File: config.mk
export PLATFORM = sky130hd
export DESIGN_NAME = three_wire_rtc_serial_master
export DESIGN_NICKNAME = d
export VERILOG_FILES = /design/src/rtl/twrtc_pkg.sv /design/src/rtl/three_wire_rtc_serial_master.sv /design/src/rtl/twrtc_step.sv
export SDC_FILE = /design/constraint.sdc
export NUM_CORES = 1
export LEC_CHECK = 0
export ABC_AREA = 1
export BUFFER_PORTS_ARGS = -buffer_cell sky130_fd_sc_hd__clkbuf_2
export CAP_MARGIN = 20
export CORE_MARGIN = 2
export CORE_UTILIZATION = 55
export CTS_CLUSTER_SIZE = 10
export DETAILED_ROUTE_END_ITERATION = 7
export PLACE_DENSITY = 0.84
export SLEW_MARGIN = 15
export SYNTH_ARGS = -nofsm -noshare
export SYNTH_HDL_FRONTEND = slang
export SYNTH_SLANG_ARGS = --single-unit
File: constraint.sdc
create_clock -name i_clk -period 8.4 [get_ports i_clk]
set_input_delay 0.42 -clock i_clk [delete_from_list [all_inputs] [get_ports i_clk]]
set_output_delay 0.42 -clock i_clk [all_outputs]
set_load 0.005 [all_outputs]
File: src/rtl/twrtc_pkg.sv
// ----------------------------------------------------------------------------
// twrtc_pkg
// shared types, phase codes and bcd helpers for the three-wire rtc master
// ----------------------------------------------------------------------------
package twrtc_pkg;

    localparam int BYTE_BITS = 8;
    localparam int IDX_W     = $clog2(BYTE_BITS);
    localparam int PHASE_W   = 3;

    localparam logic [PHASE_W-1:0] PH_IDLE   = 3'd0;
    localparam logic [PHASE_W-1:0] PH_CMD_LO = 3'd1;
    localparam logic [PHASE_W-1:0] PH_CMD_HI = 3'd2;
    localparam logic [PHASE_W-1:0] PH_WR_LO  = 3'd3;
    localparam logic [PHASE_W-1:0] PH_WR_HI  = 3'd4;
    localparam logic [PHASE_W-1:0] PH_RD_LO  = 3'd5;
    localparam logic [PHASE_W-1:0] PH_RD_HI  = 3'd6;

    localparam logic [IDX_W-1:0] LAST_BIT = IDX_W'(BYTE_BITS - 1);

    typedef struct packed {
        logic [PHASE_W-1:0]   phase;
        logic [IDX_W-1:0]     bit_idx;
        logic                 is_read;
        logic [BYTE_BITS-1:0] cmd_byte;
        logic [BYTE_BITS-1:0] data_byte;
        logic [BYTE_BITS-1:0] rx_shift;
        logic [7:0]           read_value;
    } t_state;

    typedef struct packed {
        logic       start_req;
        logic       mode;
        logic [7:0] address;
        logic [6:0] write_value;
        logic       io_in;
    } t_item;

    typedef struct packed {
        logic       chip_enable;
        logic       serial_clock;
        logic       io_out;
        logic       io_drive;
        logic       busy_res;
        logic       done_res;
        logic [7:0] read_value;
    } t_result;

    // clamp at 99, then split into tens and units
    function automatic logic [7:0] to_bcd(input logic [6:0] v);
        logic [6:0]  c;
        logic [14:0] prod;
        logic [3:0]  tens;
        logic [6:0]  units;
        c     = (v > 7'd99) ? 7'd99 : v;
        prod  = 15'(c) * 15'd205;
        tens  = prod[14:11];
        units = c - 7'({tens, 3'b000}) - 7'({tens, 1'b0});
        return {tens, units[3:0]};
    endfunction

    function automatic logic [7:0] from_bcd(input logic [7:0] b);
        logic [7:0] hi;
        hi = {4'd0, b[7:4] & 4'hf};
        return (hi << 3) + (hi << 1) + {4'd0, b[3:0]};
    endfunction

endpackage

File: src/rtl/three_wire_rtc_serial_master.sv
// ----------------------------------------------------------------------------
// three_wire_rtc_serial_master
// each input transfer's result is held in the output register from the next cycle
// throughput: one tick per cycle, sustained while the result side takes data
// the sequencer state and the output register sit behind a single logic pass
// reset: synchronous active low, sequencer idle, read value 0, no result held
// ----------------------------------------------------------------------------
module three_wire_rtc_serial_master
    import twrtc_pkg::*;
(
    input  logic        i_clk,
    input  logic        i_rst_n,
    input  logic        i_s_axis_tvalid,
    output logic        o_s_axis_tready,
    // start_req, mode, address[7:0], write_value[6:0], io_in, zero pad
    input  logic [23:0] i_s_axis_tdata,
    output logic        o_m_axis_tvalid,
    input  logic        i_m_axis_tready,
    // chip_enable, serial_clock, io_out, io_drive, busy_res, done_res,
    // read_value[7:0], zero pad
    output logic [15:0] o_m_axis_tdata
);

    t_state  r_state;
    t_state  n_state;
    t_item   item;
    t_result n_result;
    t_result r_result;
    logic    r_out_valid;
    logic    in_xfer;

    assign item.start_req   = i_s_axis_tdata[0];
    assign item.mode        = i_s_axis_tdata[1];
    assign item.address     = i_s_axis_tdata[9:2];
    assign item.write_value = i_s_axis_tdata[16:10];
    assign item.io_in       = i_s_axis_tdata[17];

    assign o_s_axis_tready = !r_out_valid || i_m_axis_tready;
    assign in_xfer         = i_s_axis_tvalid && o_s_axis_tready;

    twrtc_step u_step (
        .i_state  (r_state),
        .i_item   (item),
        .o_state  (n_state),
        .o_result (n_result)
    );

    always_ff @(posedge i_clk) begin
        if (!i_rst_n) begin
            r_state     <= '0;
            r_out_valid <= 1'b0;
        end else begin
            if (in_xfer) begin
                r_state <= n_state;
            end
            if (in_xfer) begin
                r_out_valid <= 1'b1;
            end else if (i_m_axis_tready) begin
                r_out_valid <= 1'b0;
            end
        end
    end

    always_ff @(posedge i_clk) begin
        if (in_xfer) begin
            r_result <= n_result;
        end
    end

    assign o_m_axis_tvalid = r_out_valid;
    assign o_m_axis_tdata  = {2'b00, r_result.read_value, r_result.done_res,
                              r_result.busy_res, r_result.io_drive, r_result.io_out,
                              r_result.serial_clock, r_result.chip_enable};

    // a start on an idle tick always opens the command phase
    assert property (@(posedge i_clk) disable iff (!i_rst_n)
        (in_xfer && (r_state.phase == PH_IDLE) && item.start_req)
            |=> (r_state.phase == PH_CMD_LO))
        else $error("start did not open command phase");

    // done is only reported on the tick that releases chip enable
    assert property (@(posedge i_clk) disable iff (!i_rst_n)
        (o_m_axis_tvalid && r_result.done_res) |-> !r_result.chip_enable)
        else $error("done with chip enable still high");

    // a held result is never overwritten by a new transfer
    assert property (@(posedge i_clk) disable iff (!i_rst_n)
        (r_out_valid && !i_m_axis_tready) |-> !in_xfer)
        else $error("result overwritten while stalled");

    // the sequencer only moves on an input transfer
    assert property (@(posedge i_clk) disable iff (!i_rst_n)
        !in_xfer |=> $stable(r_state))
        else $error("state changed without a transfer");

endmodule

File: src/rtl/twrtc_step.sv
// ----------------------------------------------------------------------------
// twrtc_step
// one half-bit tick of the link: next sequencer state and the line levels
// ----------------------------------------------------------------------------
module twrtc_step
    import twrtc_pkg::*;
(
    input  t_state  i_state,
    input  t_item   i_item,
    output t_state  o_state,
    output t_result o_result
);

    t_state n_st;
    logic   done;

    always_comb begin
        n_st = i_state;
        done = 1'b0;
        unique case (i_state.phase)
            PH_IDLE: begin
                if (i_item.start_req) begin
                    n_st.is_read   = i_item.mode;
                    n_st.cmd_byte  = i_item.mode ? i_item.address + 8'd1 : i_item.address;
                    n_st.data_byte = to_bcd(i_item.write_value);
                    n_st.rx_shift  = '0;
                    n_st.bit_idx   = '0;
                    n_st.phase     = PH_CMD_LO;
                end
            end
            PH_CMD_LO: n_st.phase = PH_CMD_HI;
            PH_CMD_HI: begin
                if (i_state.bit_idx != LAST_BIT) begin
                    n_st.bit_idx = i_state.bit_idx + 1'b1;
                    n_st.phase   = PH_CMD_LO;
                end else begin
                    n_st.bit_idx = '0;
                    if (i_state.is_read) begin
                        n_st.phase       = PH_RD_LO;
                        n_st.rx_shift[0] = i_state.rx_shift[0] | i_item.io_in;
                    end else begin
                        n_st.phase = PH_WR_LO;
                    end
                end
            end
            PH_WR_LO: n_st.phase = PH_WR_HI;
            PH_WR_HI: begin
                if (i_state.bit_idx != LAST_BIT) begin
                    n_st.bit_idx = i_state.bit_idx + 1'b1;
                    n_st.phase   = PH_WR_LO;
                end else begin
                    n_st.phase   = PH_IDLE;
                    n_st.bit_idx = '0;
                    done         = 1'b1;
                end
            end
            PH_RD_LO: begin
                if (i_state.bit_idx != LAST_BIT) begin
                    n_st.phase = PH_RD_HI;
                end else begin
                    n_st.read_value = from_bcd(i_state.rx_shift);
                    n_st.phase      = PH_IDLE;
                    n_st.bit_idx    = '0;
                    done            = 1'b1;
                end
            end
            PH_RD_HI: begin
                n_st.bit_idx                = i_state.bit_idx + 1'b1;
                n_st.phase                  = PH_RD_LO;
                n_st.rx_shift[n_st.bit_idx] = i_state.rx_shift[n_st.bit_idx] | i_item.io_in;
            end
            default: begin
                n_st.phase   = PH_IDLE;
                n_st.bit_idx = '0;
            end
        endcase
    end

    always_comb begin
        o_state               = n_st;
        o_result.chip_enable  = (n_st.phase != PH_IDLE);
        o_result.serial_clock = (n_st.phase == PH_CMD_HI) || (n_st.phase == PH_WR_HI)
                             || (n_st.phase == PH_RD_HI);
        o_result.io_drive     = !((n_st.phase == PH_RD_LO) || (n_st.phase == PH_RD_HI));
        o_result.busy_res     = (n_st.phase != PH_IDLE);
        o_result.done_res     = done;
        o_result.read_value   = n_st.read_value;
        if ((n_st.phase == PH_CMD_LO) || (n_st.phase == PH_CMD_HI)) begin
            o_result.io_out = n_st.cmd_byte[n_st.bit_idx];
        end else if ((n_st.phase == PH_WR_LO) || (n_st.phase == PH_WR_HI)) begin
            o_result.io_out = n_st.data_byte[n_st.bit_idx];
        end else begin
            o_result.io_out = 1'b0;
        end
    end

endmodule

==> run metrics, run 1 <==
Root Driver clkbuf_8; Post-synth top cells inv_1 (90), nand2_1 (90), o21ai_0 (51), ha_1 (46), nor2_1 (46); Yosys warnings 0; worst hold endpoint r_state[25]$_SDFFE_PN0P_; placed inst area 4405 um2; hold path start i_s_axis_tdata[3]; grt ovf 0; DP HPWL slightly above 7 mm; WL/cell about 13 um; final-report hold violation count 0; first-pass GRT wire length 16.15 mm; Post-Route WL about 9 mm; Top FF cell, synth dfxtp_1; CTS tree yes; Worst path max stage delay between 400 and 500 ps; worst flop-to-flop path startpoint r_state[33]$_SDFFE_PN0P_; CTS Buf Count 5; Bufs and invs on worst path 3; Slew HR around 49%; initial drt markers around 260; largest net degree at the start of global routing 29; FF+latch area 1191 um2; Die Y-Extent just over 90 um; initial antenna violation count 0; status finished, final reports clean; Fmax achieved 201.3 MHz; Core Rows 31; Synth area leaders dfxtp_1 (19%), ha_1 (14%), edfxtp_1 (9.3%); Initial Util between 50% and 60%; Yosys top cell by area dfxtp_1; vias in the first global route roughly 3600; post-route cell area around 4500 um2; Worst Hold Path Cells 3; layout cells sized above 1 12.52%; setup_tns 0 ps; min Tclk post-route between 4000 and 5000 ps; Post-synth EDFFs 13; worst clock skew approximately 5.2 ps; slowest CP cell fa_1; clk sink count 53; Final period util about three fifths; Resize count post-CTS 0; vias per cell 5.506; Layout fillers between 600 and 700; Area Growth Syn to Fin 8.001%; area taken by multi-input logic gates ~2500 um2; worst skew pair latency roughly 300 ps; Yosys top cell area share roughly a fifth; cell family with the largest share of critical-path delay adder cells; total iterations of the first detailed-routing run 5; RSZ-0062 raised after global routing no; Seq/Total Area, Yosys 28.32%; Crit Path Class input pin to flip-flop; Critical Path End Type flip-flop; DR vias 3843; total number of H-tree levels 2; # DRC 0; ANT cells 0; clock slew at reported path FFs 100 ps; Post-DRT Antenna Nets 0; worst r2r path cells 12; Post-Syn Instances between 500 and 600; Setup Buffers After CTS 0; Port-buffer cells 37; flops & latches, synth 53; Die ar. ~8400 um2; worst slew pin tran approximately 760 ps; Mapped Avg Cell Area 7.354 um2; Placeable Area 7331 um2; Peak VDD IR about 0.09 mV; GRT Util Overall between 20 and 25%; Leak 2.322 nW; crit-path max FO 5; R2R setup slack 5860 ps; # setup viols final 0; synthesized area approximately 4200 um2; Reg-to-Reg End r_state[8]$_SDFFE_PN0P_; most frequent CP cell nand2_1; power per cell area around 180 nW/um2; Max-cap violations 0; nets@finish 682; Top Ports 46; RD Place Congestion 0.9205; CP required 8590 ps; crit path launch type input pin; Die Wd just over 90 um; hold buffers post-CTS 0; fin. max-slew vios 0; critical path arrival roughly 5200 ps; post-synthesis cell type count between 40 and 50; Hold Path Class input pin to flip-flop; Bufs on Longest Clock Path 2; Synth async-reset ratio 0%
==> metrics by stage <==
step / util (%) / power (W) / setup WS (ps) / std cells / hold slack [ps]
2_1_floorplan: - / 0.0005530 / 3873 / 573 / 436.1
3_3_place_gp: 60.10 / 0.0006111 / 3324 / 690 / 450.9
3_5_place_dp: 60.10 / 0.0006297 / 3132 / 690 / 470.8
4_1_cts: 61.97 / 0.0008386 / 3441 / 698 / 368.9
5_1_grt: 61.97 / 0.0009007 / 3062 / 698 / 400.9
6_report: 61.97 / 0.0008385 / 3432 / 698 / 370.4
==> layout make-up <==
| class | instances | area share [%] |
|---|---|---|
| Multi-Input combinational cell | 402 | 55.77 |
| Sequential cell | 53 | 26.22 |
| Inverter | 99 | 8.180 |
| Timing Repair Buffer | 37 | 4.076 |
| Tap cell | 99 | 2.727 |
| Clock buffer | 5 | 1.515 |
| Clock inverter | 3 | 1.515 |
==> how the worst max path moves through the flow <==
stage / startpoint / end / slack (ps) / depth (start not counted)
after CTS: i_s_axis_tdata[15] / o_m_axis_tdata[2]$_DFFE_PP_ / 3440 / 27
final: i_s_axis_tdata[15] / o_m_axis_tdata[2]$_DFFE_PP_ / 3430 / 27
after global routing: i_s_axis_tdata[15] / o_m_axis_tdata[2]$_DFFE_PP_ / 3060 / 27
after global placement: i_s_axis_tdata[15] / o_m_axis_tdata[2]$_DFFE_PP_ / 3320 / 27
after detailed placement: i_s_axis_tdata[15] / o_m_axis_tdata[2]$_DFFE_PP_ / 3130 / 27
after floorplan: i_s_axis_tdata[16] / o_m_axis_tdata[2]$_DFFE_PP_ / 3870 / 26
==> where the power goes <==
group | leakage, nW | switching (W) | total [W] | internal [W]
Clock | 0.0687 | 0.0000887 | 0.000209 | 0.000120
Sequential | 0.456 | 0.0000118 | 0.000293 | 0.000281
Combinational | 1.80 | 0.000213 | 0.000337 | 0.000123
Total | 2.32 | 0.000314 | 0.000839 | 0.000524
==> flip-flops by register name, indices dropped and copies added (netlist names) <==
signal / flops
o_m_axis_tvalid: 1
r_state: 39
o_m_axis_tdata: 13
==> placed cells by master, fill, tap and decap left out, types with 3 or more instances in the layout <==
cell type  netlist  layout
nor2_1          46      46
nor2_2           3       3
clkbuf_2         0      37
o21ai_1          6       6
clkbuf_8         0       5
nand3b_1         3       3
xor2_1           7       7
edfxtp_1        13      13
fa_1            10      10
xnor2_1          5       5
ha_1            46      46
o211ai_1         6       6
inv_2            9       9
a31oi_1          3       3
nand2_1         90      90
dfxtp_1         40      40
o21ai_2          3       3
a21oi_1         44      44
nor4_1           3       3
nand4_1          7       7
inv_1           90      90
o21ai_0         51      51
a211oi_1         5       5
nand3_1         34      34
nand2_2          6       6
==> routing by layer <==
layer  part of all wire, %  wire, um  track usage, %
met1                    42      3895           27.66
met2                    52      4831           42.95
met3                   4.2       392           2.490
met4                   1.4       126           6.061
met5                     0         0               0
==> worst reg2reg max path, cell delays in order (launching register included) <==
cell,delay [ps]
dfxtp_1,570
ha_1,240
inv_1,50
ha_1,320
inv_1,130
nand3_1,130
inv_1,60
a211oi_1,240
nand3_1,230
o21ai_0,220
nand2_1,70
nand2_1,60
a21oi_1,60
==> cells by family (layout without fill, tap and decap cells) <==
kind of cell / after synthesis / count (layout) / share of synthesized area (%)
AND/OR/NAND/NOR: 205 / 205 / 22.37
buffers and inverters: 118 / 144 / 11.54
flip-flops: 53 / 53 / 28.32
AO/OA/AOI/OAI: 127 / 127 / 16.75
XOR/XNOR: 12 / 12 / 2.498
adder cells (fa/ha/maj): 56 / 56 / 18.44
other: 1 / 2 / 0.08915
(Power assumes the default switching activity.)
==> run 2, diff against run 1 <==
==> constraint.sdc (replaced) <==
create_clock -name i_clk -period 4.8 [get_ports i_clk]
set_input_delay 0.24 -clock i_clk [delete_from_list [all_inputs] [get_ports i_clk]]
set_output_delay 0.24 -clock i_clk [all_outputs]
set_load 0.005 [all_outputs]
==> run metrics, run 2 (same netlist as run 1, synthesis figures left out) <==
status finished, final reports clean; CP required 4980 ps (-3610 ps); first-pass GRT wire length 15.50 mm (-4.0%); crit-path max FO 3 (-2); # DRC 0 (unchanged); Core Rows 31 (unchanged); Clk network pwr share 18.5% (-6.4 points); Top Ports 46 (unchanged); WP depth 27 (unchanged); worst skew pair latency 310 ps (about the same); Die Wd 91.46 um (unchanged); CTS Buf Count 5 (unchanged); ANT cells 0 (unchanged); fin. max-slew vios 0 (unchanged); clk sink count 53 (unchanged); Worst Hold Path Cells 3 (unchanged); crit path launch type input pin; Bufs on Longest Clock Path 2 (unchanged); met1 Use GR 26.75% (-0.91 points); Biggest register r_state; cell internal pwr 0.0008467 W (+61%); Area Growth Syn to Fin 9.161%; # setup viols final 0 (unchanged); placed insts 700 (+1.4%); Net Sw Frac 39.44% (+2.0 points); grt ovf 0 (unchanged); worst clock skew 6.347 ps (+1.176 ps); Post-DRT Antenna Nets 0 (unchanged); combinational fraction of design power 44.9% (+4.7 points); critical path arrival 4570 ps (-590 ps); vias in the first global route 3643 (+0.44%); hold buffers post-CTS 0 (unchanged); initial drt markers 226 (-12%); worst slew pin tran 783.4 ps (+23.53 ps); slowest CP cell fa_1; Hold Path Class input pin to flip-flop; final-report hold violation count 0 (unchanged); Peak VDD IR 0.1561 mV (+69%); grt met2 use 41.79% (-1.2 points); setup_tns 0 ps (unchanged); RSZ-0062 raised after global routing no; CTS tree yes; Critical Path End Type flip-flop; GRT Util Overall 22.15% (-0.82 points); layout cells sized above 1 14.45% (+1.9 points); Final period util approximately nine tenths; Initial Util 57.38% (unchanged); Max-cap violations 0 (unchanged); Die Y-Extent 91.46 um (unchanged); Worst path max stage delay 540 ps (+70 ps); power per cell area 304.5 nW/um2 (+65%); share of total power in sequential cells 36.7% (+1.7 points); Root Driver clkbuf_8; grt peak-use layer met2; Crit Path Class input pin to flip-flop; nets@finish 692 (+1.5%); total iterations of the first detailed-routing run 5 (unchanged); most frequent cells in the layout inv_1 (90), nand2_1 (90), o21ai_0 (51); met3 Track Usage GR 2.573% (+0.083 points); largest net degree at the start of global routing 29 (unchanged); switching power total 0.0005514 W (+76%); Post-Route WL 9.068 mm (-1.9%); Die ar. 8364 um2 (unchanged); Fmax achieved 228.0 MHz; DR vias 3781 (-1.6%); Slew HR 47.72% (-1.6 points); Non-Filler Instances 708 (+1.4%); worst r2r path cells 13 (+1); vias per cell 5.340 (-3.0%); Port-buffer cells 37 (unchanged); WL/cell 12.81 um (-3.3%); most frequent CP cell nand2_1; RD Place Congestion 0.9222 (+0.18%); min Tclk post-route roughly 4400 ps; total number of H-tree levels 2 (unchanged); clock slew at reported path FFs 100 ps (about the same); initial antenna violation count 0 (unchanged); DP HPWL 7.155 mm (-0.86%); Placeable Area 7331 um2 (unchanged); Bufs and invs on worst path 4 (+1); Leak 2.351 nW (+1.2%); max FFs per register 39 (unchanged); cell family with the largest share of critical-path delay adder cells
-- run 2: area by class of cell --
class,count,area [um2]
clock inverters,3,25.02
clock buffers,5,68.82
repair buffers,47,260.3
well taps,99,123.9
inverters,99,371.6
flip-flops and latches,53,1191
multi-input cells,402,2551
fillers,637,2739
-- run 2: metal layers --
metal	vias to the layer above	routed length (um)
li1	1962	-
met1	1735	4003
met2	78	4663
met3	6	328
met4	0	72
met5	-	0
-- run 2: power groups by stage --
stage | sequential (W) | clock [W] | combinational [W]
after floorplan | 0.000516 | 0 | 0.000452
after global placement | 0.000522 | 0 | 0.000582
after detailed placement | 0.000523 | 0 | 0.000603
after CTS | 0.000513 | 0.000265 | 0.000609
after global routing | 0.000516 | 0.000284 | 0.000717
final | 0.000513 | 0.000258 | 0.000627
-- run 2: what timing repair did --
action,in CTS,in global routing
gates resized for setup,0,3
setup buffers,0,0
endpoints found under the setup margin,0,1
-- run 2: worst paths after layout --
kind / start / endpoint / slack, ps
max reg2reg: r_state[33]$_SDFFE_PN0P_ / o_m_axis_tdata[2]$_DFFE_PP_ / 2270
min: i_s_axis_tdata[3] / r_state[25]$_SDFFE_PN0P_ / 190
max: i_s_axis_tdata[16] / o_m_axis_tdata[2]$_DFFE_PP_ / 410
min reg2reg: r_state[6]$_SDFFE_PN0P_ / r_state[6]$_SDFFE_PN0P_ / 470
-- run 2: tightest hold or removal path, cell delays in order --
cell and delay [ps]:
clkbuf_2 100, nand2_1 60, a31oi_1 60
-- run 2: per-stage QoR --
stage	total power [W]	util (%)	cell area, um2	hold WS, ps	setup slack [ps]
after global placement	0.001104	61.12	4481	448.0	148.7
final	0.001398	62.64	4592	193.7	414.3
after detailed placement	0.001127	61.12	4481	455.6	9.917
after floorplan	0.0009678	-	4210	378.3	453.4
after global routing	0.001517	62.64	4592	211.1	5.414
after CTS	0.001386	62.40	4574	184.3	312.1
